===== src/sv/cpbac_pkg.sv =====
package cpbac_pkg;

  // field and register widths
  localparam int unsigned Q_W    = 20;
  localparam int unsigned DATA_W = 32;
  localparam int unsigned CFG_AW = 3;
  localparam int unsigned IN_W   = 120;

  // unsigned Q2.30 loop gains, 33 bits wide to share the coefficient mux
  localparam logic [32:0] G_L_KP_OUT = 33'd87295210;
  localparam logic [32:0] G_L_KI_OUT = 33'd4402341;
  localparam logic [32:0] G_Q_KP_OUT = 33'd796823808;
  localparam logic [32:0] G_Q_KI_OUT = 33'd16750372;
  localparam logic [32:0] G_L_KP_IN  = 33'd72048076;
  localparam logic [32:0] G_L_KI_IN  = 33'd12777528;
  localparam logic [32:0] G_Q_KP_IN  = 33'd1065688760;
  localparam logic [32:0] G_Q_KI_IN  = 33'd1637563756;

  // 1.0 in Q1.32
  localparam logic [32:0] ONE_Q32 = 33'h1_0000_0000;

  // configuration register reset values
  localparam logic [DATA_W-1:0] TS_RESET    = 32'd42949673;
  localparam logic [DATA_W-1:0] RECIP_RESET = 32'd45887;

  // register indexes
  localparam logic REG_SAMPLE_PERIOD = 1'b0;
  localparam logic REG_BLEND_RECIP   = 1'b1;

  // last step of the schedule for one item
  localparam logic [4:0] STEP_LAST = 5'd28;

  // multiplier operand selects
  typedef enum logic [3:0] {
    X_ERR, X_AI, X_LI, X_PI, X_RL, X_RQ, X_AL, X_AQ, X_Q
  } xsel_t;

  typedef enum logic [3:0] {
    C_TS, C_RECIP, C_W, C_WINV,
    C_L_KP_OUT, C_L_KI_OUT, C_Q_KP_OUT, C_Q_KI_OUT,
    C_L_KP_IN, C_L_KI_IN, C_Q_KP_IN, C_Q_KI_IN
  } csel_t;

  typedef enum logic [2:0] {PD_P0, PD_P1, PD_P2, PD_P3, PD_W} pdst_t;

  typedef struct packed {
    logic  issue;
    xsel_t x;
    csel_t c;
    logic  s32;   // shift by 32 instead of 30
    logic  raw;   // plain product clamped to 1.0 (blend weight)
    pdst_t dst;
  } mul_cmd_t;

  // saturating adder selects
  typedef enum logic [2:0] {A_AI, A_LI, A_PI, A_RL, A_RQ, A_P0, A_P1, A_P2} asel_t;
  typedef enum logic [1:0] {B_P0, B_P1, B_P3, B_NRATE} bsel_t;
  typedef enum logic [1:0] {LIM_WIDE, LIM_INTEG, LIM_OUT} lim_t;
  typedef enum logic [2:0] {D_AI, D_LI, D_PI, D_RL, D_RQ, D_AL, D_AQ, D_Y} adst_t;

  typedef struct packed {
    logic  en;
    asel_t a;
    bsel_t b;
    lim_t  lim;
    adst_t dst;
  } alu_cmd_t;

  typedef enum logic {ST_IDLE, ST_RUN} state_t;

endpackage


===== src/sv/cpbac_ctrl.sv =====
module cpbac_ctrl (
  input  logic                clk,
  input  logic                rst_n,
  input  logic                in_tvalid,
  output logic                in_tready,
  output logic                out_tvalid,
  input  logic                out_tready,
  output logic                load,
  output cpbac_pkg::mul_cmd_t mul_cmd,
  output cpbac_pkg::alu_cmd_t alu_cmd
);
  import cpbac_pkg::*;

  state_t     state_r, state_nxt;
  logic [4:0] step_r, step_nxt;
  logic       out_valid_r, out_valid_nxt;
  logic       out_free;
  logic       fin;

  function automatic mul_cmd_t mul(xsel_t x, csel_t c, pdst_t d);
    mul_cmd_t m;
    m.issue = 1'b1;
    m.x     = x;
    m.c     = c;
    m.s32   = (c == C_TS) || (c == C_W) || (c == C_WINV);
    m.raw   = (x == X_Q);
    m.dst   = d;
    return m;
  endfunction

  function automatic alu_cmd_t alu(asel_t a, bsel_t b, lim_t l, adst_t d);
    alu_cmd_t r;
    r.en  = 1'b1;
    r.a   = a;
    r.b   = b;
    r.lim = l;
    r.dst = d;
    return r;
  endfunction

  // handshake
  assign in_tready  = (state_r == ST_IDLE);
  assign load       = in_tvalid && in_tready;
  assign out_tvalid = out_valid_r;
  assign out_free   = !out_valid_r || out_tready;
  assign fin        = (state_r == ST_RUN) && (step_r == STEP_LAST) && out_free;

  // next state
  always_comb begin
    state_nxt = state_r;
    step_nxt  = step_r;
    unique case (state_r)
      ST_IDLE: begin
        if (load) begin
          state_nxt = ST_RUN;
          step_nxt  = '0;
        end
      end
      ST_RUN: begin
        if (step_r == STEP_LAST) begin
          if (out_free) state_nxt = ST_IDLE;
        end else begin
          step_nxt = step_r + 5'd1;
        end
      end
      default: state_nxt = ST_IDLE;
    endcase
  end

  // result register valid
  always_comb begin
    out_valid_nxt = out_valid_r;
    if (out_tready) out_valid_nxt = 1'b0;
    if (fin) out_valid_nxt = 1'b1;
  end

  // schedule: a product issued at a step passes m_r/c_r, ph_r/pl_r and mag_r before it is written back
  always_comb begin
    mul_cmd = '0;
    alu_cmd = '0;
    if (state_r == ST_RUN) begin
      unique case (step_r)
        5'd0:  mul_cmd = mul(X_ERR, C_TS, PD_P0);
        5'd1:  mul_cmd = mul(X_ERR, C_L_KP_OUT, PD_P1);
        5'd2:  mul_cmd = mul(X_ERR, C_Q_KP_OUT, PD_P2);
        5'd3:  mul_cmd = mul(X_Q, C_RECIP, PD_W);
        5'd4:  alu_cmd = alu(A_AI, B_P0, LIM_INTEG, D_AI);
        5'd5:  mul_cmd = mul(X_AI, C_L_KI_OUT, PD_P0);
        5'd6:  mul_cmd = mul(X_AI, C_Q_KI_OUT, PD_P3);
        5'd9:  alu_cmd = alu(A_P1, B_P0, LIM_WIDE, D_RL);
        5'd10: alu_cmd = alu(A_RL, B_NRATE, LIM_WIDE, D_RL);
        5'd11: begin
          mul_cmd = mul(X_RL, C_TS, PD_P0);
          alu_cmd = alu(A_P2, B_P3, LIM_WIDE, D_RQ);
        end
        5'd12: alu_cmd = alu(A_RQ, B_NRATE, LIM_WIDE, D_RQ);
        5'd13: mul_cmd = mul(X_RQ, C_TS, PD_P3);
        5'd14: mul_cmd = mul(X_RL, C_L_KP_IN, PD_P1);
        5'd15: begin
          mul_cmd = mul(X_RQ, C_Q_KP_IN, PD_P2);
          alu_cmd = alu(A_LI, B_P0, LIM_INTEG, D_LI);
        end
        5'd16: mul_cmd = mul(X_LI, C_L_KI_IN, PD_P0);
        5'd17: alu_cmd = alu(A_PI, B_P3, LIM_INTEG, D_PI);
        5'd18: mul_cmd = mul(X_PI, C_Q_KI_IN, PD_P3);
        5'd20: alu_cmd = alu(A_P1, B_P0, LIM_WIDE, D_AL);
        5'd22: alu_cmd = alu(A_P2, B_P3, LIM_WIDE, D_AQ);
        5'd23: mul_cmd = mul(X_AL, C_WINV, PD_P0);
        5'd24: mul_cmd = mul(X_AQ, C_W, PD_P1);
        5'd28: begin
          if (out_free) alu_cmd = alu(A_P0, B_P1, LIM_OUT, D_Y);
        end
        default: ;
      endcase
    end
  end

  // control registers
  always_ff @(posedge clk) begin
    if (!rst_n) begin
      state_r     <= ST_IDLE;
      step_r      <= '0;
      out_valid_r <= 1'b0;
    end else begin
      state_r     <= state_nxt;
      step_r      <= step_nxt;
      out_valid_r <= out_valid_nxt;
    end
  end

endmodule


===== config.mk =====
export PLATFORM = sky130hd
export DESIGN_NAME = cpbac_ctrl
export DESIGN_NICKNAME = d
export VERILOG_FILES = /design/src/sv/cpbac_pkg.sv /design/src/sv/cpbac_ctrl.sv
export SDC_FILE = /design/constraint.sdc
export NUM_CORES = 1
export LEC_CHECK = 0
export BUFFER_PORTS_ARGS = -buffer_cell sky130_fd_sc_hd__clkbuf_2
export CAP_MARGIN = 40
export CORE_MARGIN = 10
export CORE_UTILIZATION = 55
export DETAILED_ROUTE_END_ITERATION = 8
export PLACE_DENSITY = 0.84
export SLEW_MARGIN = 20
export SYNTH_ARGS = -nofsm -noshare
export SYNTH_HDL_FRONTEND = slang
export SYNTH_SLANG_ARGS = --single-unit

===== constraint.sdc =====
create_clock -name clk -period 3.3 [get_ports clk]
set_input_delay 0.33 -clock clk [delete_from_list [all_inputs] [get_ports clk]]
set_output_delay 0.33 -clock clk [all_outputs]
set_load 0.01 [all_outputs]

==> flow_metrics.tcl, run 1 <==
set metrics [dict create \
    yosys_warnings 0 \
    synth_area_um2 1070 \
    synth_seq_area_share_pct 13.1 \
    crit_chain "nand4_1, nor2_1, a311oi_1, a21oi_1, clkbuf_2" \
    finClkSkew_ps 4.35 \
    yosysMostFrequentCell "nor2_1" \
    run_status "finished, final reports clean" \
    endpoint "alu_cmd[7]" \
    hold_viol 0 \
    rrSetupSlack_ps 1420 \
    drive_gt1_share_pct 23.4 \
    core_area_um2 1780 \
    layout_setup_ws_ps 634 \
    required_ps 2970 \
    pwr-share-seq_pct 39.2 \
    drt-total-wl_um 3140 \
    period_needed_ps 2670 \
    power.density_nw_per_um2 195 \
    ys_top_cells_by_area "dfxtp_1 13%, nor2_1 7.0%, o21a_1 6.3%, ha_1 5.8%, a21oi_1 5.6%" \
    fin_setup_tns_ps 0 \
    r2r_start "step_r[2]" \
    ant_nets 0 \
    grt_pass1_wl_um 4970 \
    cp_slowest_cell "dfxtp_1" \
    avgSynthCellArea_um2 6.87 \
    cp_slowest_stage_delay_ps 860 \
    critPathMaxFanout 26 \
    power_switching_mw 0.0751 \
    numCtsBuffers 3 \
    hpwl_um 2330 \
    io_buffer_count 31 \
    ctsResizeCount 0 \
    critPathArrivalTime_ps 2340 \
    start_util_pct 60.1 \
    die_h_um 64.2 \
    drv_slew 0 \
    clock_sinks 7 \
    crit_type "reg2out" \
    insertion_delay_ps 250 \
    ir_drop_mv 0.195 \
    power_frac_comb_pct 26.6 \
    root_buffer "clkbuf_4" \
    pin_count 32 \
    clkSlewWorstSetupHoldPaths_ps 60 \
    reg2reg_to "step_r[1]" \
    drc 0 \
    htreeDepth 1 \
    p_leak_nw 0.516 \
    grt_overflow 0 \
    synthArstFlopShare_pct 0 \
    ys_seq_elements 7 \
    syn_to_final_growth_pct 8.87 \
    post_cts.repair.setup_buffers 0 \
    wl_per_cell_um 15.7 \
    vias_per_cell 6.29 \
    grt.total_usage_pct 14.0 \
    cts_tree "done" \
    final-setup-viol-count 0 \
    cp-startpoint "step_r[2]" \
    internal_power_mw 0.153 \
    yosys-top-cells-count "20 x nor2_1, 12 x a21oi_1, 9 x nand2_1, 9 x o21a_1, 8 x inv_1" \
    synth_edf_count 0 \
    grt_max_degree 29 \
    slew_headroom_pct 43.3 \
    die_w_um 64.2 \
    final_area_um2 1170 \
    cts_buffer_depth 2 \
    finalNetCount 185 \
    dr_total_vias 1258 \
    row_count 15 \
    synth_top_area_share_pct 13.1 \
    first_iter_violations 89 \
    yosys_most_used_dff "dfxtp_1" \
    syn_inst 156 \
    place_congestion 0.927 \
    diodes 0 \
    finalCritPeriodShare_pct 80.8 \
    power_frac_clock_pct 34.2 \
    switching_share_pct 32.9 \
    worstSetupStartpointType "flip-flop" \
    die-area_um2 4120 \
    yosysUniqueCellTypes 43 \
    dpl_worst_slack_ps 973 \
    hold_class "in2reg" \
    tightestPinTransition_ps 849 \
    drv_cap 0 \
    grt_setup_unrepaired "no" \
    reg2reg_depth 4 \
    syn_nets 165 \
    first_pass_iters 5 \
    grt_pass1_vias 1118 \
    placed_cell_area_um2 1140 \
    endpoint_kind "output pin" \
    cts-hold-fix-buffers 0 \
    synth_area_leader_cell "dfxtp_1" \
    utilization_pct 65.5 \
    antenna_found_initial 0 \
    nFillCells 155 \
    max_freq_mhz 375 \
]
-- how the worst min path moves through the flow --
stage	from	endpoint	slack [ps]	cells past startpoint
final	rst_n	step_r[4]	360	2
after global routing	rst_n	step_r[4]	360	2
after CTS	rst_n	step_r[4]	350	2
after detailed placement	step_r[1]	step_r[1]	550	2
after global placement	step_r[1]	step_r[1]	530	2
after floorplan	rst_n	step_r[4]	450	1
-- routing by layer --
| metal | GRT usage, % | wire length [µm] | vias to the layer above |
|---|---|---|---|
| met1 | 17.2 | 1230 | 553 |
| met3 | 2.79 | 348 | 13 |
| li1 | - | - | 601 |
| met5 | 0 | 0 | - |
| met2 | 22.1 | 1470 | 91 |
| met4 | 8.29 | 82 | 0 |
-- flip-flops by register name, summed over array words and instances, names as in the netlist --
register / cells
out_tvalid: 1
step_r: 5
state_r: 1
-- stage by stage --
stage               std cells  hold slack (ps)  total power [mW]
floorplan                 156              447             0.135
global placement          196              535             0.149
detailed placement        196              545             0.151
CTS                       200              353             0.230
global route              200              364             0.241
finish                    200              359             0.228
-- power groups by stage --
stage	Clock (mW)	Combinational [mW]	Sequential, mW
floorplan	0	0.0444	0.0903
global placement	0	0.0583	0.0911
detailed placement	0	0.0594	0.0912
CTS	0.0809	0.0598	0.0894
global route	0.0841	0.0669	0.0897
finish	0.0780	0.0606	0.0894
-- critical path, delay by kind of cell (launching register included) --
kind | cells | cell delay [ps]
buf+inv | 1 | 160
compound gates | 2 | 320
simple gates | 2 | 730
flops | 1 | 860
-- placed cells by master, fill, tap and decap left out, types with 6 or more instances in the layout --
cell / Yosys / layout
a31oi_1: 6 / 6
nor2_1: 20 / 20
o21a_1: 9 / 9
clkbuf_2: 1 / 31
a21oi_1: 12 / 12
inv_1: 8 / 8
dfxtp_1: 7 / 7
nand2_1: 9 / 9
-- cells by family after synthesis --
group	synth area share [%]
flops	13.1
compound gates	33.0
simple gates	31.6
buf+inv	14.6
mux	1.87
fa+ha+maj	5.83
-- final cells by class --
| class | count | area, µm² | share of cell area (%) |
|---|---|---|---|
| Clock buffer | 3 | 22.5 | 1.93 |
| Clock inverter | 1 | 5.00 | 0.429 |
| Inverter | 8 | 30.0 | 2.57 |
| Multi-Input combinational cell | 124 | 776 | 66.5 |
| Sequential cell | 7 | 140 | 12.0 |
| Tap cell | 25 | 31.3 | 2.68 |
| Timing Repair Buffer | 32 | 163 | 13.9 |
Note: power is estimated with default switching activity, not from simulation.
==> run 2, diff against run 1 <==
- CORE_UTILIZATION: 55 -> 51
- PLACE_DENSITY: 0.84 -> 0.79
- clock period: 3.3 -> 2.6 ns (I/O delays scaled with it)
==> flow_metrics.tcl, run 2 (same netlist as run 1, synthesis figures left out) <==
set metrics [dict create \
    utilization_pct 60.9 \
    first_iter_violations 108 \
    dpl_worst_slack_ps 458 \
    final_cell_mix "31 x clkbuf_2, 20 x nor2_1, 12 x a21oi_1, 9 x o21a_1, 9 x nand2_1" \
    regMostFlops "step_r" \
    root_buffer "clkbuf_4" \
    finClkSkew_ps 1.83 \
    cp_slowest_stage_delay_ps 410 \
    cts-hold-fix-buffers 0 \
    syn_to_final_growth_pct 12.5 \
    fin_cells 206 \
    cts_tree "done" \
    vias_per_cell 5.98 \
    insertion_delay_ps 250 \
    grt_pass1_wl_um 5480 \
    drv_cap 0 \
    required_ps 2340 \
    grt_setup_unrepaired "no" \
    place_congestion 0.953 \
    power.density_nw_per_um2 237 \
    wl_per_cell_um 15.1 \
    grt_pass1_vias 1209 \
    start_util_pct 54.1 \
    grt_overflow 0 \
    p_leak_nw 0.535 \
    dr_total_vias 1232 \
    finalNetCount 189 \
    dp_cells 201 \
    finalCritPeriodShare_pct 93.0 \
    largest_register_ffs 5 \
    final_area_um2 1210 \
    tightestPinTransition_ps 488 \
    die_h_um 65.9 \
    hpwl_um 2440 \
    layout_setup_ws_ps 182 \
    critPathMaxFanout 12 \
    placed_cell_area_um2 1160 \
    first_pass_iters 5 \
    drc 0 \
    ctsResizeCount 0 \
    ant_nets 0 \
    clock_sinks 7 \
    fin_setup_tns_ps 0 \
    drt-total-wl_um 3110 \
    max_freq_mhz 414 \
    period_needed_ps 2420 \
    ir_drop_mv 0.210 \
    cts_buffer_depth 2 \
    slew_headroom_pct 67.4 \
    crit_chain "inv_1, ha_1, nor2_1, o31ai_1, o21bai_1, o311a_1, clkbuf_2" \
    drv_slew 0 \
    hold_viol 0 \
    layout_commonest_cell "clkbuf_2" \
    run_status "finished, final reports clean" \
    grt.total_usage_pct 14.7 \
    diodes 0 \
    io_buffer_count 31 \
    crit_type "reg2out" \
    numCtsBuffers 3 \
    core_area_um2 1980 \
    clkSlewWorstSetupHoldPaths_ps 50 \
    pin_count 32 \
    antenna_found_initial 0 \
    drive_gt1_share_pct 24.6 \
    cp_slowest_cell "dfxtp_1" \
    post_cts.repair.setup_buffers 0 \
    htreeDepth 1 \
    worstSetupStartpointType "flip-flop" \
    grt_max_degree 29 \
    die_w_um 65.9 \
    endpoint_kind "output pin" \
    hold_class "in2reg" \
    critPathArrivalTime_ps 2160 \
    row_count 16 \
    final-setup-viol-count 0 \
    die-area_um2 4340 \
]
==> run 2: cell types whose count changed in the layout (fill, tap and decap cells not counted) <==
| cell | previous run | this run |
|---|---|---|
| buf_4 | 1 | 4 |
| buf_8 | 0 | 1 |
| clkbuf_1 | 0 | 1 |
| clkinv_2 | 1 | 0 |
==> run 2: per-layer routing <==
metal	track usage (%)	wire length, µm	vias to the layer above
li1	-	-	601
met1	17.7	1270	558
met2	24.3	1510	67
met3	3.90	288	6
met4	5.61	48	0
met5	0	0	-
==> run 2: cell type report <==
type	instances	area, µm²
inverter	8	30.0
clock buffer	4	26.3
timing repair buffer	36	200
tap	27	33.8
fill	191	776
sequential	7	140
multi-input combinational	124	776
==> run 2: worst paths after layout <==
check	start	endpoint	slack, ps	depth (start not counted)
setup / recovery	step_r[0]	alu_cmd[3]	180	7
hold / removal	rst_n	step_r[0]	290	2
hold reg to reg	step_r[1]	step_r[1]	550	2
setup reg to reg	step_r[0]	step_r[0]	840	7
==> run 2: where the power goes <==
group          total [mW]  internal (mW)  switching [mW]
sequential          0.113          0.110         0.00281
combinational      0.0765         0.0275          0.0490
clock              0.0961         0.0584          0.0377
total               0.286          0.196          0.0895
==> run 2: through the flow <==
| stage | hold slack (ps) | power, mW |
|---|---|---|
| floorplan | 377 | 0.171 |
| global placement | 520 | 0.189 |
| detailed placement | 548 | 0.192 |
| CTS | 285 | 0.289 |
| global route | 303 | 0.309 |
| finish | 291 | 0.286 |
==> run 2: worst max-delay path: cells and delay by family, from the launching register on <==
family	cells	cell delay (ps)
simple gates	1	190
buf+inv	2	220
flops	1	410
compound gates	3	710
fa+ha+maj	1	370
